## config.mk

```make
export PLATFORM = sky130hd
export DESIGN_NAME = calendar_second_counter
export DESIGN_NICKNAME = d
export VERILOG_FILES = /design/src/design/csc_pkg.sv /design/src/design/calendar_second_counter.sv /design/src/design/csc_step.sv
export SDC_FILE = /design/constraint.sdc
export NUM_CORES = 1
export LEC_CHECK = 0
export ABC_AREA = 1
export ABC_CLOCK_PERIOD_IN_PS = 2690
export BUFFER_PORTS_ARGS = -buffer_cell sky130_fd_sc_hd__buf_2
export CAP_MARGIN = 40
export CORE_MARGIN = 4
export CORE_UTILIZATION = 35
export DETAILED_ROUTE_END_ITERATION = 10
export SLEW_MARGIN = 20
export SYNTH_ARGS = -nofsm -noshare
export SYNTH_HDL_FRONTEND = slang
export SYNTH_HIERARCHICAL = 1
export SYNTH_SLANG_ARGS = --single-unit
```

## constraint.sdc

```tcl
create_clock -name clock -period 2.69 [get_ports clock]
set_input_delay 0.538 -clock clock [delete_from_list [all_inputs] [get_ports clock]]
set_output_delay 0.538 -clock clock [all_outputs]
set_load 0.01 [all_outputs]
```

## src/design/csc_pkg.sv

```systemverilog
// ----------------------------------------------------------------------------
// csc_pkg
// Types and constants shared by the calendar second counter modules.
// ----------------------------------------------------------------------------
package csc_pkg;

   localparam logic OP_TICK = 1'b0;
   localparam logic OP_LOAD = 1'b1;

   localparam logic [5:0] SEC_MAX     = 6'd59;
   localparam logic [5:0] MIN_MAX     = 6'd59;
   localparam logic [4:0] HOUR_MAX    = 5'd23;
   localparam logic [2:0] WEEKDAY_MAX = 3'd7;
   localparam logic [4:0] MONTHDAY_MAX = 5'd31;
   localparam logic [3:0] MONTH_MAX   = 4'd12;
   localparam logic [3:0] MONTH_FEB   = 4'd2;
   localparam logic [3:0] MONTH_APR   = 4'd4;
   localparam logic [3:0] MONTH_JUN   = 4'd6;
   localparam logic [3:0] MONTH_SEP   = 4'd9;
   localparam logic [3:0] MONTH_NOV   = 4'd11;
   localparam logic [3:0] PRINT_MINUTE_NIBBLE = 4'h8;
   localparam logic [5:0] REFRESH_SECOND = 6'd2;
   localparam logic [5:0] ALARM_SECOND   = 6'd3;

   typedef struct packed {
      logic       operation;
      logic [7:0] second_bcd;
      logic [7:0] minute_bcd;
      logic [7:0] hour_bcd;
      logic [7:0] weekday_bcd;
      logic [7:0] monthday_bcd;
      logic [7:0] month_bcd;
   } req_type;

   typedef struct packed {
      logic [5:0] second_now;
      logic [5:0] minute_now;
      logic [4:0] hour_now;
      logic [2:0] weekday_now;
      logic [4:0] monthday_now;
      logic [3:0] month_now;
      logic       led_level;
      logic       print_request;
      logic       refresh_request;
      logic       alarm_scan_request;
   } rsp_type;

   typedef struct packed {
      logic [5:0] sec;
      logic [5:0] min;
      logic [4:0] hour;
      logic [2:0] weekday;
      logic [4:0] monthday;
      logic [3:0] month;
   } time_type;

   typedef struct packed {
      logic print;
      logic refresh;
      logic alarm_scan;
   } flags_type;

   localparam time_type TIME_RESET = '{sec: 6'd0, min: 6'd0, hour: 5'd0,
                                       weekday: 3'd1, monthday: 5'd1, month: 4'd1};

   // BCD byte to binary: high nibble * 10 + low nibble, invalid digits included
   function automatic logic [7:0] bcd_to_bin(input logic [7:0] b);
      logic [7:0] hi;
      hi = {4'd0, b[7:4]};
      return (hi << 3) + (hi << 1) + {4'd0, b[3:0]};
   endfunction

   function automatic logic [4:0] month_length(input logic [3:0] m);
      logic [4:0] len;
      if (m == MONTH_FEB) begin
         len = 5'd29;
      end else if (m == MONTH_APR || m == MONTH_JUN || m == MONTH_SEP || m == MONTH_NOV) begin
         len = 5'd30;
      end else begin
         len = 5'd31;
      end
      return len;
   endfunction

endpackage

```

## src/design/calendar_second_counter.sv

```systemverilog
// ----------------------------------------------------------------------------
// calendar_second_counter
// Time of day and calendar counter, advanced by one-second ticks or loaded
// from BCD bytes, with heartbeat LED and periodic request flags.
// ----------------------------------------------------------------------------
//  channel | direction | handshake            | payload
//  --------+-----------+----------------------+-------------------------------
//  req     | in        | req_valid/req_stall  | req_data (req_type)
//  rsp     | out       | rsp_valid/rsp_stall  | rsp_data (rsp_type)
//  csr     | in        | csr_valid/csr_ready  | csr_data (refresh enable)
//
//  One request per cycle is sustained while rsp_stall is low; each request
//  passes through the input register and then the result register.
//  The time update is one pass of the carry chain between them.
//  Reset returns the time to 00:00:00, weekday 1, 1 January, LED off, and
//  refresh enabled. A stalled response holds the request in the input register.
// ----------------------------------------------------------------------------
module calendar_second_counter
   import csc_pkg::*;
(
   input  logic    clock,
   input  logic    reset,
   input  logic    req_valid,
   output logic    req_stall,
   input  req_type req_data,
   output logic    rsp_valid,
   input  logic    rsp_stall,
   output rsp_type rsp_data,
   input  logic    csr_valid,
   output logic    csr_ready,
   input  logic    csr_data
);

   logic      req_vld_ff, req_vld_in;
   req_type   req_ff, req_in;
   logic      rsp_vld_ff, rsp_vld_in;
   rsp_type   rsp_ff, rsp_in;
   time_type  time_ff, time_in;
   logic      led_ff, led_in;
   logic      refresh_ff, refresh_in;
   logic      advance;
   logic      req_take;
   time_type  time_nxt;
   logic      led_nxt;
   flags_type flags;

   csc_step u_step (
      .time_cur       (time_ff),
      .led_cur        (led_ff),
      .refresh_enable (refresh_ff),
      .req            (req_ff),
      .time_nxt       (time_nxt),
      .led_nxt        (led_nxt),
      .flags          (flags)
   );

   // process the held request whenever the result register is free or draining
   assign advance   = req_vld_ff && (!rsp_vld_ff || !rsp_stall);
   assign req_stall = req_vld_ff && !advance;
   assign req_take  = req_valid && !req_stall;
   assign csr_ready = 1'b1;

   always_comb begin
      req_vld_in = req_take || (req_vld_ff && !advance);
      req_in     = req_take ? req_data : req_ff;
      rsp_vld_in = advance || (rsp_vld_ff && rsp_stall);
      rsp_in     = rsp_ff;
      time_in    = time_ff;
      led_in     = led_ff;
      refresh_in = (csr_valid && csr_ready) ? csr_data : refresh_ff;
      if (advance) begin
         time_in = time_nxt;
         led_in  = led_nxt;
         rsp_in  = '{second_now:         time_nxt.sec,
                     minute_now:         time_nxt.min,
                     hour_now:           time_nxt.hour,
                     weekday_now:        time_nxt.weekday,
                     monthday_now:       time_nxt.monthday,
                     month_now:          time_nxt.month,
                     led_level:          led_nxt,
                     print_request:      flags.print,
                     refresh_request:    flags.refresh,
                     alarm_scan_request: flags.alarm_scan};
      end
   end

   always_ff @(posedge clock) begin
      if (reset) begin
         req_vld_ff <= 1'b0;
         rsp_vld_ff <= 1'b0;
         time_ff    <= TIME_RESET;
         led_ff     <= 1'b0;
         refresh_ff <= 1'b1;
      end else begin
         req_vld_ff <= req_vld_in;
         rsp_vld_ff <= rsp_vld_in;
         time_ff    <= time_in;
         led_ff     <= led_in;
         refresh_ff <= refresh_in;
      end
   end

   always_ff @(posedge clock) begin
      req_ff <= req_in;
      rsp_ff <= rsp_in;
   end

   assign rsp_valid = rsp_vld_ff;
   assign rsp_data  = rsp_ff;

endmodule

```

## src/design/csc_step.sv

```systemverilog
// ----------------------------------------------------------------------------
// csc_step
// Next time of day, calendar and request flags for one tick or load.
// ----------------------------------------------------------------------------
module csc_step
   import csc_pkg::*;
(
   input  time_type  time_cur,
   input  logic      led_cur,
   input  logic      refresh_enable,
   input  req_type   req,
   output time_type  time_nxt,
   output logic      led_nxt,
   output flags_type flags
);

   logic [7:0] sec_bin, min_bin, hour_bin, wd_bin, md_bin, mon_bin;
   time_type   loaded;
   time_type   ticked;
   logic       sec_wrap, min_wrap, hour_wrap, md_wrap;

   always_comb begin
      sec_bin  = bcd_to_bin(req.second_bcd);
      min_bin  = bcd_to_bin(req.minute_bcd);
      hour_bin = bcd_to_bin(req.hour_bcd);
      wd_bin   = bcd_to_bin(req.weekday_bcd);
      md_bin   = bcd_to_bin(req.monthday_bcd);
      mon_bin  = bcd_to_bin(req.month_bcd);

      loaded.sec  = (sec_bin > {2'd0, SEC_MAX}) ? SEC_MAX : sec_bin[5:0];
      loaded.min  = (min_bin > {2'd0, MIN_MAX}) ? MIN_MAX : min_bin[5:0];
      loaded.hour = (hour_bin > {3'd0, HOUR_MAX}) ? HOUR_MAX : hour_bin[4:0];
      priority if (wd_bin == 8'd0) begin
         loaded.weekday = 3'd1;
      end else if (wd_bin > {5'd0, WEEKDAY_MAX}) begin
         loaded.weekday = WEEKDAY_MAX;
      end else begin
         loaded.weekday = wd_bin[2:0];
      end
      priority if (md_bin == 8'd0) begin
         loaded.monthday = 5'd1;
      end else if (md_bin > {3'd0, MONTHDAY_MAX}) begin
         loaded.monthday = MONTHDAY_MAX;
      end else begin
         loaded.monthday = md_bin[4:0];
      end
      priority if (mon_bin == 8'd0) begin
         loaded.month = 4'd1;
      end else if (mon_bin > {4'd0, MONTH_MAX}) begin
         loaded.month = MONTH_MAX;
      end else begin
         loaded.month = mon_bin[3:0];
      end
   end

   // carry chain; stored values are in range but for a day loaded past the month end, and >= catches the wrap
   always_comb begin
      sec_wrap  = (time_cur.sec >= SEC_MAX);
      min_wrap  = sec_wrap && (time_cur.min >= MIN_MAX);
      hour_wrap = min_wrap && (time_cur.hour >= HOUR_MAX);
      // a day loaded past the month end also rolls the month
      md_wrap   = hour_wrap && (time_cur.monthday >= month_length(time_cur.month));

      ticked = time_cur;
      ticked.sec = sec_wrap ? 6'd0 : time_cur.sec + 6'd1;
      if (sec_wrap) begin
         ticked.min = (time_cur.min >= MIN_MAX) ? 6'd0 : time_cur.min + 6'd1;
      end
      if (min_wrap) begin
         ticked.hour = (time_cur.hour >= HOUR_MAX) ? 5'd0 : time_cur.hour + 5'd1;
      end
      if (hour_wrap) begin
         ticked.weekday  = (time_cur.weekday >= WEEKDAY_MAX) ? 3'd1 : time_cur.weekday + 3'd1;
         ticked.monthday = md_wrap ? 5'd1 : time_cur.monthday + 5'd1;
      end
      if (md_wrap) begin
         ticked.month = (time_cur.month >= MONTH_MAX) ? 4'd1 : time_cur.month + 4'd1;
      end
   end

   always_comb begin
      flags = '0;
      unique case (req.operation)
         OP_LOAD: begin
            time_nxt = loaded;
            led_nxt  = led_cur;
         end
         OP_TICK: begin
            time_nxt = ticked;
            led_nxt  = ~led_cur;
            flags.print      = (ticked.sec == 6'd0) && (ticked.min[3:0] == PRINT_MINUTE_NIBBLE);
            flags.refresh    = (ticked.sec == REFRESH_SECOND) && refresh_enable;
            flags.alarm_scan = (ticked.sec == ALARM_SECOND);
         end
         default: begin
            time_nxt = time_cur;
            led_nxt  = led_cur;
         end
      endcase
   end

endmodule
```

* Yosys cells after proc, flatten, opt, wreduce, memory -nomap -nowiden *
Cells that the tools add are included.

word-level totals
  flip-flop bits (word level) = 115
  input port bits = 55
  output and inout port bits = 36
  word-level logic and storage cells = 113

operators by class
  add/sub/neg operators = 18
  magnitude comparators = 12
  eq/ne operators = 8
  muxes and demuxes = 23
  bitwise gates (word level) = 2
  reductions and logical operators = 23

operators by type and width
  kind                                                number
  case mux 29 bit (2 select lines)                    1
  adder 7 x 5 -> 8 bit                                6
  adder 8 x 4 -> 8 bit                                6
  2-to-1 mux 5 bit                                    6
  2-to-1 mux 6 bit                                    5
  zero test 8 bit                                     3
  > comparator 8 x 5 -> 1 bit, second input constant  2
  > comparator 8 x 6 -> 1 bit, second input constant  2
  2-to-1 mux 4 bit                                    4
  adder 6 x 1 -> 6 bit, second input constant         2
  == test 4 bit, second input constant                3
  == test 6 x 2 -> 1 bit, second input constant       2
  >= comparator 6 bit, second input constant          2
  adder 5 x 1 -> 5 bit, second input constant         2
  logical AND 1 bit                                   9
  2-to-1 mux 3 bit                                    3
  == test 4 x 3 -> 1 bit, second input constant       2
  > comparator 8 x 3 -> 1 bit, second input constant  1
  > comparator 8 x 4 -> 1 bit, second input constant  1
  2-to-1 mux 8 bit                                    1
  zero test 6 bit                                     1
  logical OR 1 bit                                    6
  >= comparator 5 bit                                 1
  >= comparator 5 bit, second input constant          1
  other kinds (10)                                    14

* Logic depth before layout (Yosys ltp) *
Gate-level depths: netlist of run 1.

  depth in word-level cells = 11
  gate-level depth with buffers = 18
  gate-level depth less buffers = 18

* Hierarchy *
Netlist of run 1, hierarchy kept.

modules (own cells, without submodules)
  module                   instances  cells an instance  area an instance (µm²)  seq. area each (µm²)
  calendar_second_counter  1          292                3,910.0                 3,123.0
  csc_step                 1          439                2,735.1                 0.0

* Worst setup path before layout of run 1 *
OpenSTA, ideal clock, no wires.

  path type = reg2reg
  start = register req_ff[35] (netlist name)
  end = register time_ff[19] (netlist name)
  setup time = 0.064 ns
  data arrival time = 2.475 ns
  data required time = 2.626 ns
  setup slack = 0.151 ns
  cell stages (with the launch flop) = 14
  path buffers = 0
  clock period less this slack = 2.539 ns
  cells stage by stage = edfxtp_1 -> fa_1 -> inv_1 -> fa_1 -> nand3b_1 -> nand3_1 -> nand2_1 -> nor2_1 -> nand3_1 -> o21ai_0 -> inv_1 -> nand3_1 -> nand2_1 -> nor2_1

RTL lines
  item                      RTL line                        RTL
  start: declaration        calendar_second_counter.sv:35   req_type req_ff, req_in;
  start signal: assignment  calendar_second_counter.sv:104  req_ff <= req_in;
  end signal: assignment    calendar_second_counter.sv:97   time_ff <= time_in;
  end: declaration          calendar_second_counter.sv:38   time_type time_ff, time_in;

==> summary.md, run 1 <==
| Metric | Value |
|---|---|
| Core ar. | `0.0187 mm^2` |
| DP HPWL | `about 10 mm` |
| Initial DRC Count | `between 300 and 400` |
| Worst slack at placement | `-123 ps` |
| FF-to-FF setup slack | `between 80 and 90 ps` |
| Routed wire length | `about 15 mm` |
| Antenna violations before repair | `1` |
| GRT overflow | `0` |
| Vias in the first global route | `roughly 5.2k` |
| CTS Hold Bufs | `0` |
| Crit path DAT | `between 2000 and 3000 ps` |
| Final-report hold violation count | `0` |
| PwrDens | `630 mW/mm^2` |
| Fmax | `around 0.38 GHz` |
| WHS Path Cells | `1` |
| EDFF count, synth | `82` |
| Fin crit period | `about 2600 ps` |
| Pre-antenna DRT Iters | `5` |
| Ranking of synthesized cells by area | `edfxtp_1, ha_1, dfxtp_1, nand2_1, inv_1` |
| Setup CP Type | `flop to flop` |
| Compound-cell area share of the yosys netlist | `between 7 and 8%` |
| Reg2Reg Depth | `15` |
| Layout area overhead | `21.4%` |
| GRT Resource Usage Total | `between 10% and 20%` |
| Yosys warning count | `6` |
| Post-Synth Adder-Cell Area | `between 10% and 20%` |
| Setup tns final | `0 ps` |
| Combinational cell fraction of total power | `between 15 and 20%` |
| Initial Util | `between 30% and 40%` |
| Critical Path RT | `3040 ps` |
| Clk_skew | `9.43 ps` |
| Cell row count | `50` |
| Internal Power | `3720 uW` |
| CTS tree | `yes` |
| Most common cell after layout, fill and taps aside | `nand2_1` |
| Top-area cell type share of the netlist area | `approximately 37%` |
| Slew HR | `~59%` |
| Gpl congestion | `0.802` |
| Leak Pwr | `around 0.0037 uW` |
| Number of synthesized register bits | `around 120` |
| Outcome | `finished, final reports clean` |
| Synth Flop Type | `edfxtp_1` |
| Largest net degree at the start of global routing | `between 50 and 60` |
| Io pins | `a little over 90` |
| Crit-path max FO | `4` |
| Port Buf Inserts | `89` |
| DR WL/cell | `between 10 and 15 um` |
| Mapped Area | `about 0.0066 mm^2` |
| Total power draw | `~5100 uW` |
| Die Y | `146 um` |
| Synth Area in XOR/XNOR | `less than 1%` |
| Post-synthesis mux area share | `0%` |
| Ys async rst share | `0%` |
| Psw | `~1400 uW` |
| Net Count, Synth | `852` |
| Crit path capture type | `flop` |
| Worst skew pair latency | `between 400 and 500 ps` |
| Switching part of the total | `about a quarter` |
| Unrepaired setup endpoints after global routing | `true` |
| Pins Over Slew Limit | `0` |
| Crit path launch type | `flop` |
| Seq/Total Area, Yosys | `between 40% and 50%` |
| Sequential Power Share | `between 40% and 50%` |
| ANT cells | `0` |
| Clk buf depth | `2` |
| Synth cell types | `46` |
| VDD IR-drop max | `around 0.39 mV` |
| Post-route ant nets | `0` |
| CTS root buf | `clkbuf_16` |
| Nets | `~960` |
| Clk network pwr share | `between 40% and 50%` |
| H-tree depth | `4` |
| Mapped Avg Cell Area | `9.09 um^2` |
| Placed inst area | `0.00733 mm^2` |
| # setup viols final | `0` |
| Residual DRC count | `0` |
| # Max-Cap Violations | `0` |
| Commonest cells after routing, fill and taps aside | `nand2_1, inv_1, buf_2` |
| Clock sinks | `115` |
| Mapped Cells | `between 700 and 800` |
| Layout cells sized above 1 | `between 20 and 25%` |
| Vias per cell | `4.75` |
| Clk slew on worst S/H paths | `60 ps` |
| Worst setup margin | `~86 ps` |
| Via count | `between 5k and 6k` |
| Worst slew pin tran | `611 ps` |
| Final hold slack | `294 ps` |
| Post-Synth Simple-Gate Area | `about 22%` |
| Die width | `between 100 and 150 um` |
| First-pass GRT wire length | `roughly 24 mm` |
| Synth area leader | `edfxtp_1` |
| Final period util | `a little over nine tenths` |
| Hold Crit Class | `input pin to flop` |
| TritonCTS Buffers | `17` |
| Die area | `around 0.021 mm^2` |
| Post-layout instance area | `0.00807 mm^2` |
| Largest family of logic cells by synthesized area | `simple AND/OR/NAND/NOR gates` |
[synthesized netlist by cell type, drive strengths merged (3+ instances only)]
cell type  count
nand3b         8
nor4           3
fa            12
o21bai         3
edfxtp        82
nand3         79
nor3           5
ha            54
dfxtp         33
a21oi         42
o21ai         32
buf           22
or2            3
nand2        143
nand4         13
nor2          67
xnor2          5
inv          109
o211ai         4
[logic make-up after synthesis]
kind of cell,Yosys count
other,1
buffers and inverters,133
AO/OA/AOI/OAI,88
AND/OR/NAND/NOR,322
flip-flops,115
adder cells (fa/ha/maj),66
XOR/XNOR,6
[routing by layer]
layer	GRT usage [%]	wire length, um	vias up
met5	0	13	-
met4	5.08	234	2
met3	4.30	704	16
met2	24.4	7300	80
met1	16.7	6270	2385
li1	-	-	2656
[state kept, by name, indices dropped and copies added (netlist names)]
register,count
refresh_ff,1
led_ff,1
rsp_data,33
req_ff,49
time_ff,29
req_vld_ff,1
rsp_valid,1
[final timing paths]
path / startpoint / endpoint
worst min-delay path: req_data[10] / req_ff[10]
worst max register to register: req_ff[38] / time_ff[20]
worst min register to register: time_ff[28] / time_ff[28]
worst max-delay path: req_ff[38] / time_ff[20]
[timing repair]
item / 4_1_cts / 5_1_grt
pin swaps: 0 / 28
endpoints found under the hold margin: 0 / 0
endpoints found under the setup margin: 18 / 37
buffers inserted: 0 / 10
gates resized for setup: 10 / 35
[critical path: stages, from the launching register on]
cell and delay, ps:
edfxtp_1 420, fa_1 590, inv_1 60, fa_2 340, xnor2_1 170, inv_1 80, nor2_1 90, nand4_1 120
buf_4 180, nand3_2 60, nand2_1 60, nand2_2 100, inv_1 50, nand3_1 80, nand2_1 70, nor2_1 90
[cell type report]
class | instances | area, um^2
Fill cell | 1822 | 10600
Sequential cell | 115 | 3120
Multi-Input combinational cell | 483 | 3060
Timing Repair Buffer | 109 | 624
Clock buffer | 18 | 429
Inverter | 110 | 414
Tap cell | 234 | 293
Clock inverter | 14 | 120
[power by group through the flow]
stage | logic [uW] | registers (uW) | clock network [uW]
3_5_place_dp | 782 | 2150 | 0
4_1_cts | 797 | 2110 | 2180
5_1_grt | 991 | 2120 | 2260
6_report | 853 | 2110 | 2120
2_1_floorplan | 550 | 2140 | 0
3_3_place_gp | 768 | 2150 | 0
[per-stage QoR]
| stage | std cells | utilization (%) |
|---|---|---|
| final | 1083 | 43.1 |
| after global routing | 1083 | 43.1 |
| after CTS | 1073 | 42.2 |
| after detailed placement | 1041 | 39.2 |
| after global placement | 1041 | 39.2 |
| after floorplan | 731 | - |
(Power assumes the default switching activity.)
==> run 2, diff against run 1 <==
--- a/config.mk
+++ b/config.mk
@@ -6,12 +6,13 @@
 export NUM_CORES = 1
 export LEC_CHECK = 0
 export ABC_AREA = 1
-export ABC_CLOCK_PERIOD_IN_PS = 2690
+export ABC_CLOCK_PERIOD_IN_PS = 2100
 export BUFFER_PORTS_ARGS = -buffer_cell sky130_fd_sc_hd__buf_2
 export CAP_MARGIN = 40
 export CORE_MARGIN = 4
 export CORE_UTILIZATION = 35
 export DETAILED_ROUTE_END_ITERATION = 10
+export PLACE_DENSITY = 0.56
 export SLEW_MARGIN = 20
 export SYNTH_ARGS = -nofsm -noshare
 export SYNTH_HDL_FRONTEND = slang
==> constraint.sdc (replaced) <==
create_clock -name clock -period 2.1 [get_ports clock]
set_input_delay 0.42 -clock clock [delete_from_list [all_inputs] [get_ports clock]]
set_output_delay 0.42 -clock clock [all_outputs]
set_load 0.01 [all_outputs]
==> run 2 against run 1 <==
  * Flip-flop and latch count unchanged
  * Cell count increased by 5.6%
  * Wire length grew 10%
  * The run now ends with negative setup slack left
  * Core utilization is 4.2 points higher
  * Fmax is 1.1% lower
  * Via count rose by 6.0%
  * Power is 43% higher
==> summary.md, run 2 (synthesized netlist as in run 1, its figures left out) <==
| Metric | Value |
|---|---|
| Seq. cell area | `roughly 0.0031 mm^2` |
| CTS root buf | `clkbuf_16` |
| Fin crit period | `2630 ps` |
| Biggest register | `req_ff` |
| First-pass GRT wire length | `around 26 mm` |
| Switching part of the total | `26.0%` |
| Sequential Power Share | `37.0%` |
| Fmax | `approximately 0.38 GHz` |
| Nets | `roughly 1.0k` |
| # Max-Cap Violations | `0` |
| Layout area overhead | `33.1%` |
| Largest net degree at the start of global routing | `approximately 60` |
| PwrDens | `~800 mW/mm^2` |
| Clk buf depth | `2` |
| Largest register FFs | `49` |
| Commonest cells after routing, fill and taps aside | `nand2_1, buf_2, inv_1` |
| Clk slew on worst S/H paths | `approximately 60 ps` |
| DR WL/cell | `between 10 and 15 um` |
| GRT Resource Usage Total | `15.1%` |
| Cell row count | `50` |
| Gpl congestion | `just over 0.8` |
| Slew HR | `roughly 58%` |
| Psw | `approximately 1900 uW` |
| CTS tree | `yes` |
| Via count | `~5.4k` |
| Die width | `around 150 um` |
| Multi-input gate area | `0.00329 mm^2` |
| Vias per cell | `approximately 4.8` |
| H-tree depth | `4` |
| TritonCTS Buffers | `17` |
| Vias in the first global route | `roughly 5.4k` |
| Final-report hold violation count | `0` |
| Initial DRC Count | `between 300 and 400` |
| Crit-path max FO | `5` |
| Post-route ant nets | `0` |
| Worst setup margin | `-532 ps` |
| Largest stage delay on the critical path | `600 ps` |
| Worst Min Path Start | `req_data[7]` |
| VDD IR-drop max | `between 0.5 and 0.6 mV` |
| Worst skew pair latency | `between 400 and 500 ps` |
| CP cell instances | `fa_1, inv_2, fa_2, xnor2_2, inv_1, nor2_1, nand4_1, nand3_1, nand2_1, nand2_1, inv_1, nand3_1, nand2_1, nor2_1` |
| Final period util | `125%` |
| CP delay by family, top | `adder cells` |
| Crit path launch type | `flop` |
| Worst r2r src | `req_ff[35]` |
| Crit path capture type | `flop` |
| Unrepaired setup endpoints after global routing | `true` |
| Slowest-stage cell, CP | `fa_1` |
| Clk_skew | `13.2 ps` |
| ANT cells | `0` |
| Routed wire length | `16.0 mm` |
| Hold Path End | `req_ff[7]` |
| Setup CP Type | `flop to flop` |
| Pins Over Slew Limit | `0` |
| Worst slew pin tran | `around 630 ps` |
| Critical Path RT | `roughly 2500 ps` |
| Initial Util | `between 30% and 40%` |
| Worst Path Buf+Inv | `3` |
| Die area | `around 0.021 mm^2` |
| Io pins | `91` |
| Crit path DAT | `2980 ps` |
| Internal Power | `between 5000 and 6000 uW` |
| Port Buf Inserts | `around 90` |
| Critical R2R Capture | `time_ff[20]` |
| GRT overflow | `0` |
| Core Util, Final | `approximately 47%` |
| Clock sinks | `approximately 120` |
| Most common cell after layout, fill and taps aside | `nand2_1` |
| DP HPWL | `10.9 mm` |
| WHS Path Cells | `1` |
| Crit path launch | `req_ff[35]` |
| CP most frequent cell | `nand2_1` |
| Failing checks | `negative setup slack` |
| Die Y | `146 um` |
| Hold Crit Class | `input pin to flop` |
| Layout cells sized above 1 | `34.1%` |
| Total power draw | `between 7000 and 8000 uW` |
| # setup viols final | `just under 60` |
| Core ar. | `between 0.015 and 0.02 mm^2` |
| Reg2Reg Depth | `14` |
| Leak Pwr | `around 0.0041 uW` |
| Pre-antenna DRT Iters | `4` |
| Filler Cell Count | `1793` |
| Antenna violations before repair | `0` |
| Combinational cell fraction of total power | `between 15 and 20%` |
| Residual DRC count | `0` |
| FF-to-FF setup slack | `-530 ps` |
| Clk network pwr share | `43.3%` |
| Outcome | `finished, violations left` |
run 2: worst register-to-register path: stages, from the launching register on:
cell and delay, ps:
edfxtp_1 410, fa_1 600, inv_2 50, fa_2 350, xnor2_2 130, inv_1 80, nor2_1 130, nand4_1 250
nand3_1 170, nand2_1 50, nand2_1 90, inv_1 40, nand3_1 70, nand2_1 60, nor2_1 90
run 2: cell type report:
type                       count  share of cell area, %
clock buffer                  21                   5.09
clock inverter                11                   2.08
inverter                     110                   4.68
multi-input combinational    483                   37.2
sequential                   115                   35.4
tap                          234                   3.31
timing repair buffer         170                   12.3
run 2: repair_timing:
item | CTS | global route
pin swaps | 39 | 57
setup endpoints to repair | 58 | 58
hold buffers | 0 | 0
gates resized for setup | 48 | 53
setup buffers | 10 | 17
hold endpoints to repair | 0 | 0
run 2: through the flow:
| stage | setup TNS, ps | setup slack, ps | hold WS, ps | area (um^2) | std cells |
|---|---|---|---|---|---|
| after floorplan | -8380 | -292 | 441 | 6680 | 731 |
| after global placement | -17390 | -432 | 466 | 7710 | 1089 |
| after detailed placement | -19270 | -492 | 469 | 7710 | 1089 |
| after CTS | -18560 | -464 | 151 | 8540 | 1130 |
| after global routing | -30070 | -747 | 146 | 8840 | 1144 |
| final | -20890 | -532 | 170 | 8840 | 1144 |
run 2: metal layers:
metal	GRT usage [%]	wire [um]	vias to the layer above
met2	26.5	8090	103
met5	0	0	-
met4	5.51	250	0
met1	17.4	6920	2549
met3	4.45	710	19
li1	-	-	2778
run 2: how the worst max path moves through the flow:
stage / endpoint / slack [ps] / cells past startpoint
floorplan: time_ff[7] / -290 / 17
global placement: time_ff[11] / -430 / 12
detailed placement: time_ff[7] / -490 / 17
CTS: time_ff[5] / -460 / 17
global route: time_ff[20] / -750 / 14
finish: time_ff[20] / -530 / 14
run 2: power by group through the flow:
stage | clock network [uW] | logic [uW] | registers (uW)
detailed placement | 0 | 1160 | 2740
global placement | 0 | 1140 | 2740
finish | 3150 | 1430 | 2690
global route | 3330 | 1610 | 2710
floorplan | 0 | 724 | 2740
CTS | 3230 | 1280 | 2690
